$ cat src/sv/pcfa_pkg.sv
// pcfa_pkg: shared types, constants and helpers for the per-cpu page allocator
// used by pcfa_alu, pcfa_heads and per_cpu_page_free_list_allocator
// no dependencies
package pcfa_pkg;

	// sizing
	localparam int CPU_COUNT  = 8;
	localparam int PAGE_COUNT = 32768;
	localparam int STEAL_MAX  = 64;
	localparam int PAGE_BYTES = 4096;

	// field and index widths
	localparam int ADDR_W     = 40;
	localparam int CPU_IN_W   = 3;
	localparam int LINK_W     = 16;
	localparam int CPU_W      = (CPU_COUNT > 1) ? $clog2(CPU_COUNT) : 1;
	localparam int IDX_W      = (PAGE_COUNT > 1) ? $clog2(PAGE_COUNT) : 1;
	localparam int PAGE_SHIFT = $clog2(PAGE_BYTES);
	localparam int STEAL_W    = $clog2(STEAL_MAX + 1);
	localparam int CPU_CMP_W  = CPU_IN_W + 2;

	localparam logic [LINK_W-1:0] NIL_LINK = {LINK_W{1'b1}};

	// register reset values
	localparam logic [ADDR_W-1:0] REGION_START_RST = 40'h00_8000_0000;
	localparam logic [ADDR_W-1:0] REGION_END_RST   = 40'h00_8800_0000;

	// configuration register indexes
	localparam logic CFG_REGION_START = 1'b0;
	localparam logic CFG_REGION_END   = 1'b1;

	typedef enum logic {
		FN_FREE  = 1'b0,
		FN_ALLOC = 1'b1
	} func_t;

	typedef enum logic [1:0] {
		ST_OK  = 2'd0,
		ST_OOM = 2'd1,
		ST_REJ = 2'd2
	} status_t;

	typedef enum logic {
		ALU_ADD = 1'b0,
		ALU_SUB = 1'b1
	} alu_op_t;

	typedef enum logic [3:0] {
		S_IDLE,
		S_CHK_LO,
		S_CHK_HI,
		S_CHK_IDX,
		S_CHK_CNT,
		S_PUSH,
		S_OWN,
		S_SCAN,
		S_ST_RD,
		S_ST_WR,
		S_ST_END,
		S_POP_RD,
		S_POP_WR,
		S_ADDR,
		S_DONE
	} state_t;

	// write request into the list head registers
	typedef struct packed {
		logic              en;
		logic [CPU_W-1:0]  sel;
		logic [LINK_W-1:0] data;
	} hd_wr_t;

	// an index at or above the page count marks an empty list
	function automatic logic link_is_nil(logic [LINK_W-1:0] lnk);
		return lnk >= LINK_W'(PAGE_COUNT);
	endfunction

	// map any out-of-range link to the null link
	function automatic logic [LINK_W-1:0] norm_link(logic [LINK_W-1:0] lnk);
		return link_is_nil(lnk) ? NIL_LINK : lnk;
	endfunction

endpackage

$ cat src/sv/pcfa_alu.sv
// pcfa_alu: shared 40-bit add/subtract unit with borrow out
// depends on pcfa_pkg
module pcfa_alu (
	input  pcfa_pkg::alu_op_t           op,
	input  logic [pcfa_pkg::ADDR_W-1:0] a,
	input  logic [pcfa_pkg::ADDR_W-1:0] b,
	output logic [pcfa_pkg::ADDR_W-1:0] res,
	output logic                        borrow
);

	logic [pcfa_pkg::ADDR_W-1:0] b_eff;
	logic                        cin;
	logic [pcfa_pkg::ADDR_W:0]   sum;

	// subtract as a plus inverted b plus one
	always_comb begin
		cin   = (op == pcfa_pkg::ALU_SUB);
		b_eff = cin ? ~b : b;
		sum   = {1'b0, a} + {1'b0, b_eff} + (pcfa_pkg::ADDR_W + 1)'(cin);
	end

	assign res    = sum[pcfa_pkg::ADDR_W-1:0];
	assign borrow = cin & ~sum[pcfa_pkg::ADDR_W];

endmodule

$ cat config.mk
export PLATFORM = sky130hd
export DESIGN_NAME = pcfa_alu
export DESIGN_NICKNAME = d
export VERILOG_FILES = /design/src/sv/pcfa_pkg.sv /design/src/sv/pcfa_alu.sv
export SDC_FILE = /design/constraint.sdc
export NUM_CORES = 1
export LEC_CHECK = 0
export BUFFER_PORTS_ARGS = -buffer_cell sky130_fd_sc_hd__buf_2
export CAP_MARGIN = 20
export CORE_UTILIZATION = 40
export DETAILED_ROUTE_END_ITERATION = 8
export GPL_ROUTABILITY_DRIVEN = 0
export PLACE_DENSITY = 0.73
export SLEW_MARGIN = 20
export SYNTH_ARGS = -nofsm -noshare
export SYNTH_HDL_FRONTEND = slang
export SYNTH_SLANG_ARGS = --single-unit
$ cat constraint.sdc
create_clock -name vclk -period 3.5
set_input_delay 0.35 -clock vclk [all_inputs]
set_output_delay 0.35 -clock vclk [all_outputs]
set_load 0.05 [all_outputs]
==> impl_metrics.yaml <==
timing:
  max_slew_margin: 0.732
  finalSetupTns_ns: 0
  setup_violations: 0
  drv_slew: 0
  setup_ws_ns: 0.105
  period_share: 0.970
  tightest_slew_ns: 0.400
  min_period_ns: 3.39
  hold_viol_final: 0
  rsz0062_at_grt: "yes"
  fmax_ghz: 0.295
placement:
  placed_cells: 591
  io_buffers: 122
  dpl.hpwl_mm: 6.94
  place_ws_ns: -0.00549
finish:
  final_layout_size_suffix_gt1_frac: 0.362
  nNetsFinal: 639
  antenna_cells: 0
  seqCellArea_um2: 0
  area_growth_pct: 38.7
  final_cells: 591
  multiInputGateArea_um2: 2790
  clock_buffers: 0
  fill_cells: 603
  layout_commonest_cell: "buf_2"
  final_cell_mix: "buf_2, xor2_1, a21oi_1"
  seq_cells: 0
route:
  route.vias.total: 3352
  ant_nets: 0
  drc: 14
  vias_per_cell: 5.67
  wl_per_cell_um: 13.8
  drt-initial-drc-count: 130
  drt_pass1_iterations: 7
  wirelength_mm: 8.15
clock_tree:
  postCtsResizedCells: 0
  postCtsHoldBufs: 0
  post_cts_buffers: 0
yosys:
  synth_seq_area_share: 0
  synth_compound_area_frac: 0.328
  synth_top_family_by_area: "compound AO/OA/AOI/OAI gates"
  ys_types: 50
  avgSynthCellArea_um2: 6.91
  muxShareOfSynthArea: 0.00512
  netlist_area_um2: 2690
  synthAdderAreaFrac: 0.198
  synth_xor_area_frac: 0.248
  synth_nets: 512
  yosys_warnings: 0
  syn_inst: 389
  synthSimpleGateAreaFrac: 0.178
critical_path:
  worstPathArrival_ns: 3.04
  setup.worst_path.end_class: "output pin"
  worstSetupPathType: "in2out"
  worstPathRequired_ns: 3.15
  cp_max_fo: 18
  cp-start-kind: "input pin"
power_and_ir_drop:
  power_frac_comb: 1.000
  internal_power_uw: 537
  switchingPower_mw: 1.14
  power.share.clock: 0
  ir_drop_mv: 0.280
  switching_share: 0.679
  leakagePower_nw: 1.82
  power_density_nw_per_um2: 449
  p_seq_frac: 0
floorplan:
  die_x_um: 84.0
  io_pins: 122
  die_area_um2: 7050
  die_h_um: 84.0
  fp-row-count: 29
  core-area_um2: 6420
  initial_utilization: 0.419
global_routing:
  grt.overflow.total: 0
  grt_start_max_net_pins: 19
  grt_pass1_vias: 3168
  antenna_found_initial: 0
  grt_pass1_wl_mm: 13.4
  grt.total_usage: 0.219
job:
  max_cap_violations: 0
status:
  status: "finished, violations left"
  violations: "design-rule violations"
worst_hold_path:
  hp-class: "in2out"
worst paths after layout:
check,from,to,slack [ns],depth (start not counted)
hold / removal,a[0],res[0],1.07,3
setup / recovery,op,res[38],0.11,13
logic make-up (layout without fill, tap and decap cells):
kind of cell / Yosys count / in the layout
AND/OR/NAND/NOR: 105 / 105
buffers and inverters: 29 / 154
AO/OA/AOI/OAI: 136 / 136
XOR/XNOR: 76 / 76
adder cells (fa/ha/maj): 42 / 42
multiplexers: 1 / 1
synth_stat cells, drive strengths merged (2+ instances only):
cell	number	area (µm²)
xor2	55	482
a21oi	48	252
ha	41	513
o21ai	38	201
nand2	37	139
nor2	29	109
xnor2	21	184
a21o	11	85.1
inv	11	41.3
nand4	11	68.8
clkbuf	10	37.5
buf	8	36.3
nand3	7	35.0
nor4	7	43.8
o21bai	6	48.8
a31oi	5	31.3
nor3	5	25.0
nor2b	4	25.0
o21a	4	30.0
o211ai	3	22.5
a311oi	2	17.5
nor3b	2	15.0
o2111ai	2	23.8
o211a	2	20.0
o221ai	2	23.8
o31ai	2	20.0
or3	2	12.5
worst max-delay path, cell delays in order:
cell and delay [ns]:
buf_4 0.18, buf_12 0.18, xor2_1 0.17, ha_2 0.41, nand4_1 0.14, or3_1 0.46
nor2_1 0.13, o21ai_1 0.09, o2111ai_2 0.15, a311oi_1 0.14, a41oi_1 0.17, o211a_1 0.19
buf_2 0.27
metal layers:
metal,GRT usage,share of wire,vias to the layer above
li1,-,-,1668
met1,0.275,0.43,1547
met2,0.417,0.51,120
met3,0.0109,0.043,17
met4,0.0329,0.014,0
met5,0,0,-
power groups by stage:
stage / Sequential (mW) / Combinational [mW] / Clock, mW
after floorplan: 0 / 1.25 / 0
after global placement: 0 / 1.61 / 0
after detailed placement: 0 / 1.63 / 0
after CTS: 0 / 1.64 / 0
after global routing: 0 / 1.78 / 0
final: 0 / 1.67 / 0
stage by stage:
step / hold WS [ns] / cell area [µm²] / utilization / power (mW)
finish: 1.07 / 3730 / 0.581 / 1.67
global route: 1.09 / 3730 / 0.581 / 1.78
CTS: 1.07 / 3650 / 0.568 / 1.64
detailed placement: 1.07 / 3650 / 0.568 / 1.63
global placement: 1.06 / 3650 / 0.568 / 1.61
floorplan: 0.968 / 2850 / - / 1.25
layout make-up:
cell class,instances,share of cell area
Inverter,11,0.0111
Timing Repair Buffer,143,0.216
Tap cell,77,0.0258
Multi-Input combinational cell,360,0.747
Power figures use the tool's default switching activity.
