$ cat src/sv/pcfa_pkg.sv
// pcfa_pkg: shared types, constants and helpers for the per-cpu page allocator
// used by pcfa_alu, pcfa_heads and per_cpu_page_free_list_allocator
// no dependencies
package pcfa_pkg;

	// sizing
	localparam int CPU_COUNT  = 8;
	localparam int PAGE_COUNT = 32768;
	localparam int STEAL_MAX  = 64;
	localparam int PAGE_BYTES = 4096;

	// field and index widths
	localparam int ADDR_W     = 40;
	localparam int CPU_IN_W   = 3;
	localparam int LINK_W     = 16;
	localparam int CPU_W      = (CPU_COUNT > 1) ? $clog2(CPU_COUNT) : 1;
	localparam int IDX_W      = (PAGE_COUNT > 1) ? $clog2(PAGE_COUNT) : 1;
	localparam int PAGE_SHIFT = $clog2(PAGE_BYTES);
	localparam int STEAL_W    = $clog2(STEAL_MAX + 1);
	localparam int CPU_CMP_W  = CPU_IN_W + 2;

	localparam logic [LINK_W-1:0] NIL_LINK = {LINK_W{1'b1}};

	// register reset values
	localparam logic [ADDR_W-1:0] REGION_START_RST = 40'h00_8000_0000;
	localparam logic [ADDR_W-1:0] REGION_END_RST   = 40'h00_8800_0000;

	// configuration register indexes
	localparam logic CFG_REGION_START = 1'b0;
	localparam logic CFG_REGION_END   = 1'b1;

	typedef enum logic {
		FN_FREE  = 1'b0,
		FN_ALLOC = 1'b1
	} func_t;

	typedef enum logic [1:0] {
		ST_OK  = 2'd0,
		ST_OOM = 2'd1,
		ST_REJ = 2'd2
	} status_t;

	typedef enum logic {
		ALU_ADD = 1'b0,
		ALU_SUB = 1'b1
	} alu_op_t;

	typedef enum logic [3:0] {
		S_IDLE,
		S_CHK_LO,
		S_CHK_HI,
		S_CHK_IDX,
		S_CHK_CNT,
		S_PUSH,
		S_OWN,
		S_SCAN,
		S_ST_RD,
		S_ST_WR,
		S_ST_END,
		S_POP_RD,
		S_POP_WR,
		S_ADDR,
		S_DONE
	} state_t;

	// write request into the list head registers
	typedef struct packed {
		logic              en;
		logic [CPU_W-1:0]  sel;
		logic [LINK_W-1:0] data;
	} hd_wr_t;

	// an index at or above the page count marks an empty list
	function automatic logic link_is_nil(logic [LINK_W-1:0] lnk);
		return lnk >= LINK_W'(PAGE_COUNT);
	endfunction

	// map any out-of-range link to the null link
	function automatic logic [LINK_W-1:0] norm_link(logic [LINK_W-1:0] lnk);
		return link_is_nil(lnk) ? NIL_LINK : lnk;
	endfunction

endpackage

$ cat src/sv/pcfa_heads.sv
// pcfa_heads: list head register per cpu, one read and one write port
// depends on pcfa_pkg
module pcfa_heads (
	input  logic                              clk,
	input  logic                              arst_n,
	input  logic [pcfa_pkg::CPU_W-1:0]        raddr,
	output logic [pcfa_pkg::LINK_W-1:0]       rdata,
	input  pcfa_pkg::hd_wr_t                  wr
);

	logic [pcfa_pkg::LINK_W-1:0] head_q [pcfa_pkg::CPU_COUNT];

	// all lists start empty
	always_ff @(posedge clk or negedge arst_n) begin
		if (!arst_n) begin
			for (int i = 0; i < pcfa_pkg::CPU_COUNT; i++) begin
				head_q[i] <= pcfa_pkg::NIL_LINK;
			end
		end else if (wr.en) begin
			head_q[wr.sel] <= wr.data;
		end
	end

	assign rdata = head_q[raddr];

endmodule

$ cat config.mk
export PLATFORM = sky130hd
export DESIGN_NAME = pcfa_heads
export DESIGN_NICKNAME = d
export VERILOG_FILES = /design/src/sv/pcfa_pkg.sv /design/src/sv/pcfa_heads.sv
export SDC_FILE = /design/constraint.sdc
export NUM_CORES = 1
export LEC_CHECK = 0
export BUFFER_PORTS_ARGS = -buffer_cell sky130_fd_sc_hd__buf_2
export CAP_MARGIN = 20
export CORE_MARGIN = 10
export CORE_UTILIZATION = 50
export CTS_CLUSTER_SIZE = 28
export DETAILED_ROUTE_END_ITERATION = 16
export GPL_TIMING_DRIVEN = 0
export PLACE_DENSITY = 0.68
export SLEW_MARGIN = 20
export SYNTH_ARGS = -nofsm -noshare
export SYNTH_HDL_FRONTEND = slang
export SYNTH_SLANG_ARGS = --single-unit
$ cat constraint.sdc
create_clock -name clk -period 1.6 [get_ports clk]
set_input_delay 0.16 -clock clk [delete_from_list [all_inputs] [get_ports clk]]
set_output_delay 0.16 -clock clk [all_outputs]
set_load 0.03 [all_outputs]
==> reports/qor.txt, run 1 <==
largest area contributor in the netlist: dfstp_2
clock buffer depth: 2
Area Overhead vs Synth: 17.2%
synthesized flop and latch total: 128
most frequent cell after synthesis: mux2_2
max reg flops: 128
CORE AREA: 12000 um2
kind of end point of the critical path: output port
Async S/R FF share, synth: 1.00
crit-path cells: mux4_2 > mux2_4 > buf_6
final worst path period share: 1.16
largest stage delay on the critical path: 470 ps
port bufs: 34
Via Count: 3212
Layout Cells excl Fill: 552
yosys warns: 0
Largest regs: head_q (128)
H-tree levels: 4
TritonCTS clock tree: done
total wire length: 12.7 mm
Largest Register: head_q
insertion delay to the later sink of the worst-skew pair: 410 ps
post-route antenna net violation count: 0
Synth area leaders: dfstp_2 55%, mux2_2 27%, mux4_1 12%, mux4_2 1.5%, buf_6 1.1%
Tot Pwr: 10.8 mW
crit path max-delay cell type: mux4_2
First-pass DRT Iterations: 5
Main synth FF type: dfstp_2
Starting Density: 0.509
top cells by count, synth: 144 x mux2_2, 128 x dfstp_2, 28 x mux4_1
initial detailed-routing violation count: 160
GR Util All Layers: 0.163
vias in the first global route: 3561
Die Width: 130 um
Ports: 41
worst-margin pin slew: 621 ps
outcome: finished, violations left
first-pass GRT wire length: 20.5 mm
total gr overflow: 0
EDFF count, synth: 0
Seq/Total Area, Yosys: 0.552
Synth Area per Inst: 18.1 um2
DRC errors left: 0
Worst Path Required: 1440 ps
post-synth cell types: 15
critical path data arrival time: 1690 ps
Slew Viols, Final: 0
Worst Path Max Fanout: 2
per-cell routed wire length: 22.9 um
Setup WS post-layout: -253 ps
Power Dens Cells: 1510 nW/um2
Crit Path Class: reg -> out
violated checks: negative setup slack
clock period minus worst slack: 1850 ps
largest net degree at the start of global routing: 77
Sinks on Clock Net: 128
highest clock rate: 0.540 GHz
worst r2r src: head_q[101]
Max IR drop VDD: 0.823 mV
Syn Nets: 361
row cnt: 40
Slew HR: 0.584
DPL Wire Length: 7.79 mm
clk root buf: clkbuf_16
clk slew on worst S/H paths: 50 ps
Yosys top cell area share: 0.552
Die ar.: 17000 um2
initial antenna violation count: 0
antenna diode count: 0
global placement routability congestion: 0.724
Final #Nets: 417
layout cell share with drive strength beyond 1: 0.990
Hold Fails Final Rpt: 0
Synth Cell Area: 6090 um2
Worst Skew: 0 ps
CP startpoint kind: register
worst min path class: in -> async
DR vias/cell: 5.82
final setup fails: 16
total CTS buffers: 17
RSZ-0062 raised after global routing: true
Static Leakage: 2.85 nW
placed insts: 518
Die Y-Extent: 130 um
Place WS: -381 ps
crit path from: head_q[47]
Max-Cap Viols: 0
Synth Instances: 336
cell usage in the layout, fill, tap and decap left out, drive strengths merged:
master	instances
dfstp	128
nor4bb	2
buf	57
bufinv	3
mux2	144
clkinvlp	2
nand4	1
and4bb	1
clkdlybuf4s15	1
nand4b	3
clkinv	8
nor4b	1
mux4	32
clkbuf	22
routing by layer:
layer,track usage,share of wire,vias to the layer above
met4,0.0589,0.014,0
met5,0,0,-
met2,0.262,0.50,62
li1,-,-,1396
met1,0.206,0.45,1736
met3,0.0467,0.040,18
worst paths after layout:
path | to | slack [ps] | cells after the start
max in group asynchronous | head_q[43] | 1120 | 2
hold / removal | head_q[24] | 40 | 1
hold reg to reg | head_q[54] | 610 | 1
setup / recovery | rdata[15] | -250 | 3
min in group clk | head_q[1] | 80 | 2
setup reg to reg | head_q[101] | 770 | 2
kinds of logic after synthesis:
kind of cell | Yosys count | synth area share
AND/OR/NAND/NOR | 8 | 0.0187
buffers and inverters | 24 | 0.0271
flip-flops | 128 | 0.552
multiplexers | 176 | 0.402
cell type report:
cell class | count | area [um2]
Fill cell | 938 | 4820
Tap cell | 147 | 184
Timing Repair Buffer | 37 | 319
Sequential cell | 128 | 3360
Clock inverter | 13 | 145
Multi-Input combinational cell | 184 | 2520
Clock buffer | 19 | 433
Buffer | 24 | 176
worst max-delay path: cells and delay by family, from the launching register on:
family   cells  cell delay (ps)
buf+inv      1              140
flops        1              360
mux          2              770
where the power goes:
part	internal (mW)	switching (mW)	leakage, nW
Clock	2.42	1.35	0.286
Sequential	4.47	0.358	1.34
Combinational	1.31	0.877	1.22
Total	8.20	2.59	2.85
repair_timing:
action	4_1_cts	5_1_grt
hold buffers	0	0
pin swaps	0	0
endpoints found under the setup margin	16	16
gates resized for setup	79	2
hold endpoints to repair	0	0
setup buffers	1	1
through the flow:
step	hold WS, ps	TNS, ps	area, um2	util
3_3_place_gp	491	-67060	6440	0.539
3_5_place_dp	487	-5970	6480	0.542
6_report	35.4	-3650	7140	0.597
5_1_grt	80.2	-4340	7140	0.597
4_1_cts	39.9	-4010	7140	0.597
2_1_floorplan	12.2	0	6090	-
Power figures use the tool's default switching activity.
==> run 2: changes to the inputs <==
--- a/config.mk
+++ b/config.mk
@@ -12,7 +12,7 @@
 export CTS_CLUSTER_SIZE = 28
 export DETAILED_ROUTE_END_ITERATION = 16
 export GPL_TIMING_DRIVEN = 0
-export PLACE_DENSITY = 0.68
+export PLACE_DENSITY = 0.67
 export SLEW_MARGIN = 20
 export SYNTH_ARGS = -nofsm -noshare
 export SYNTH_HDL_FRONTEND = slang
==> run 2 against run 1 <==
Net effect: the flow still finishes with violations (negative setup slack); via count is 0.56% higher; first-iteration DRC count is 39% higher; non-clock buffer count is 2 lower; sequential share of layout area hardly changed; critical path depth stayed put; largest cell class unchanged.
==> reports/qor.txt, run 2 (synthesis results as in run 1) <==
Pint: 8.29 mW
initial antenna violation count: 0
Setup WS post-layout: -243 ps
Seq pwr share: 0.446
largest net degree at the start of global routing: 69
area of placed instances: 6480 um2
final worst path period share: 1.15
insertion delay to the later sink of the worst-skew pair: 410 ps
DPL Wire Length: 7.77 mm
CP startpoint kind: register
first-pass GRT wire length: 20.3 mm
Worst Path Required: 1440 ps
Worst Skew: 0 ps
Die Y-Extent: 130 um
Die ar.: 17000 um2
row cnt: 40
H-tree levels: 4
RSZ-0062 raised after global routing: true
worst min path class: in -> async
Starting Density: 0.509
Max-Cap Viols: 0
Ports: 41
Fill cells: 912
Area Overhead vs Synth: 17.2%
GR Util All Layers: 0.161
Max IR drop VDD: 1.00 mV
Place WS: -448 ps
total CTS buffers: 17
critical path data arrival time: 1680 ps
outcome: finished, violations left
Final #Nets: 415
per-cell routed wire length: 22.9 um
Largest Register: head_q
clk slew on worst S/H paths: 50 ps
kind of end point of the critical path: output port
final cell utilization of the core: 0.597
highest clock rate: 0.543 GHz
Crit Path Class: reg -> out
crit-path cells: mux4_2 > mux2_4 > buf_6
CORE AREA: 12000 um2
Die Width: 130 um
DRC errors left: 0
smallest hold slack: 65.2 ps
Sinks on Clock Net: 128
DR vias/cell: 5.88
Clk pwr share: 0.354
register area: 3360 um2
worst-margin pin slew: 646 ps
max reg flops: 128
Finished Cell Area: 7140 um2
post-CTS setup buffer count: 0
violated checks: negative setup slack
Comb power frac: 0.200
Worst Path Max Fanout: 2
Via Count: 3230
First-pass DRT Iterations: 4
layout cell share with drive strength beyond 1: 0.985
clk root buf: clkbuf_16
Largest regs: head_q (128)
total gr overflow: 0
Slew Viols, Final: 0
clock buffer depth: 2
Slew HR: 0.568
Hold Buf Count CTS: 0
largest stage delay on the critical path: 470 ps
Net Sw Power: 2.52 mW
Sw Share: 0.233
crit path max-delay cell type: mux4_2
post-route antenna net violation count: 0
final setup fails: 16
post-cts sizing count: 79
area of the multi-input gates: 2520 um2
Hold Fails Final Rpt: 0
most frequent cells in the layout: 128 x mux2_2, 128 x dfstp_2, 31 x mux4_2, 27 x buf_2, 23 x buf_6
Static Leakage: 2.86 nW
Tot Pwr: 10.8 mW
antenna diode count: 0
global placement routability congestion: 0.734
initial detailed-routing violation count: 223
vias in the first global route: 3462
clock period minus worst slack: 1840 ps
Power Dens Cells: 1520 nW/um2
port bufs: 34
total wire length: 12.6 mm
TritonCTS clock tree: done
-- run 2: cell types whose count changed in the layout (fill, tap and decap cells not counted), moves of 2 or more --
cell,before,now
clkbuf_8,0,6
clkinv_2,8,3
buf_4,7,5
clkinvlp_4,2,0
-- run 2: routing by layer --
| layer | routed length (um) | GRT usage | vias to the layer above |
|---|---|---|---|
| met4 | 184 | 0.0608 | 0 |
| met5 | 0 | 0 | - |
| met1 | 5920 | 0.223 | 1747 |
| met3 | 555 | 0.0430 | 18 |
| met2 | 5910 | 0.237 | 67 |
| li1 | - | - | 1398 |
-- run 2: path summary, 6_finish.rpt --
kind | start | slack [ps] | end | depth (start not counted)
max in group asynchronous | arst_n | 1120 | head_q[34] | 2
min | arst_n | 70 | head_q[23] | 1
max reg2reg | head_q[98] | 860 | head_q[98] | 1
min in group clk | wr[1] | 80 | head_q[33] | 2
min reg2reg | head_q[54] | 620 | head_q[54] | 1
max | head_q[43] | -240 | rdata[11] | 3
-- run 2: power by group through the flow --
| stage | clock network, mW | logic (mW) | registers (mW) |
|---|---|---|---|
| floorplan | 0 | 1.49 | 4.69 |
| global placement | 0 | 1.85 | 4.77 |
| detailed placement | 0 | 1.92 | 4.82 |
| CTS | 3.89 | 2.20 | 4.82 |
| global route | 4.05 | 2.33 | 4.92 |
| finish | 3.83 | 2.16 | 4.83 |
-- run 2: critical path, delay by kind of cell, from the launching register on --
kind | cells | cell delay, ps
muxes | 2 | 760
buffers and inverters | 1 | 140
DFF | 1 | 360
-- run 2: metrics by stage --
| step | setup TNS, ps | cells |
|---|---|---|
| 2_1_floorplan | 0 | 336 |
| 3_3_place_gp | -66520 | 517 |
| 3_5_place_dp | -7020 | 518 |
| 4_1_cts | -3830 | 549 |
| 5_1_grt | -4190 | 549 |
| 6_report | -3560 | 549 |
-- run 2: layout make-up --
cell class	instances	share of cell area
Sequential cell	128	0.471
Multi-Input combinational cell	184	0.353
Clock buffer	26	0.0728
Timing Repair Buffer	35	0.0426
Tap cell	147	0.0258
Buffer	24	0.0238
Clock inverter	5	0.0105
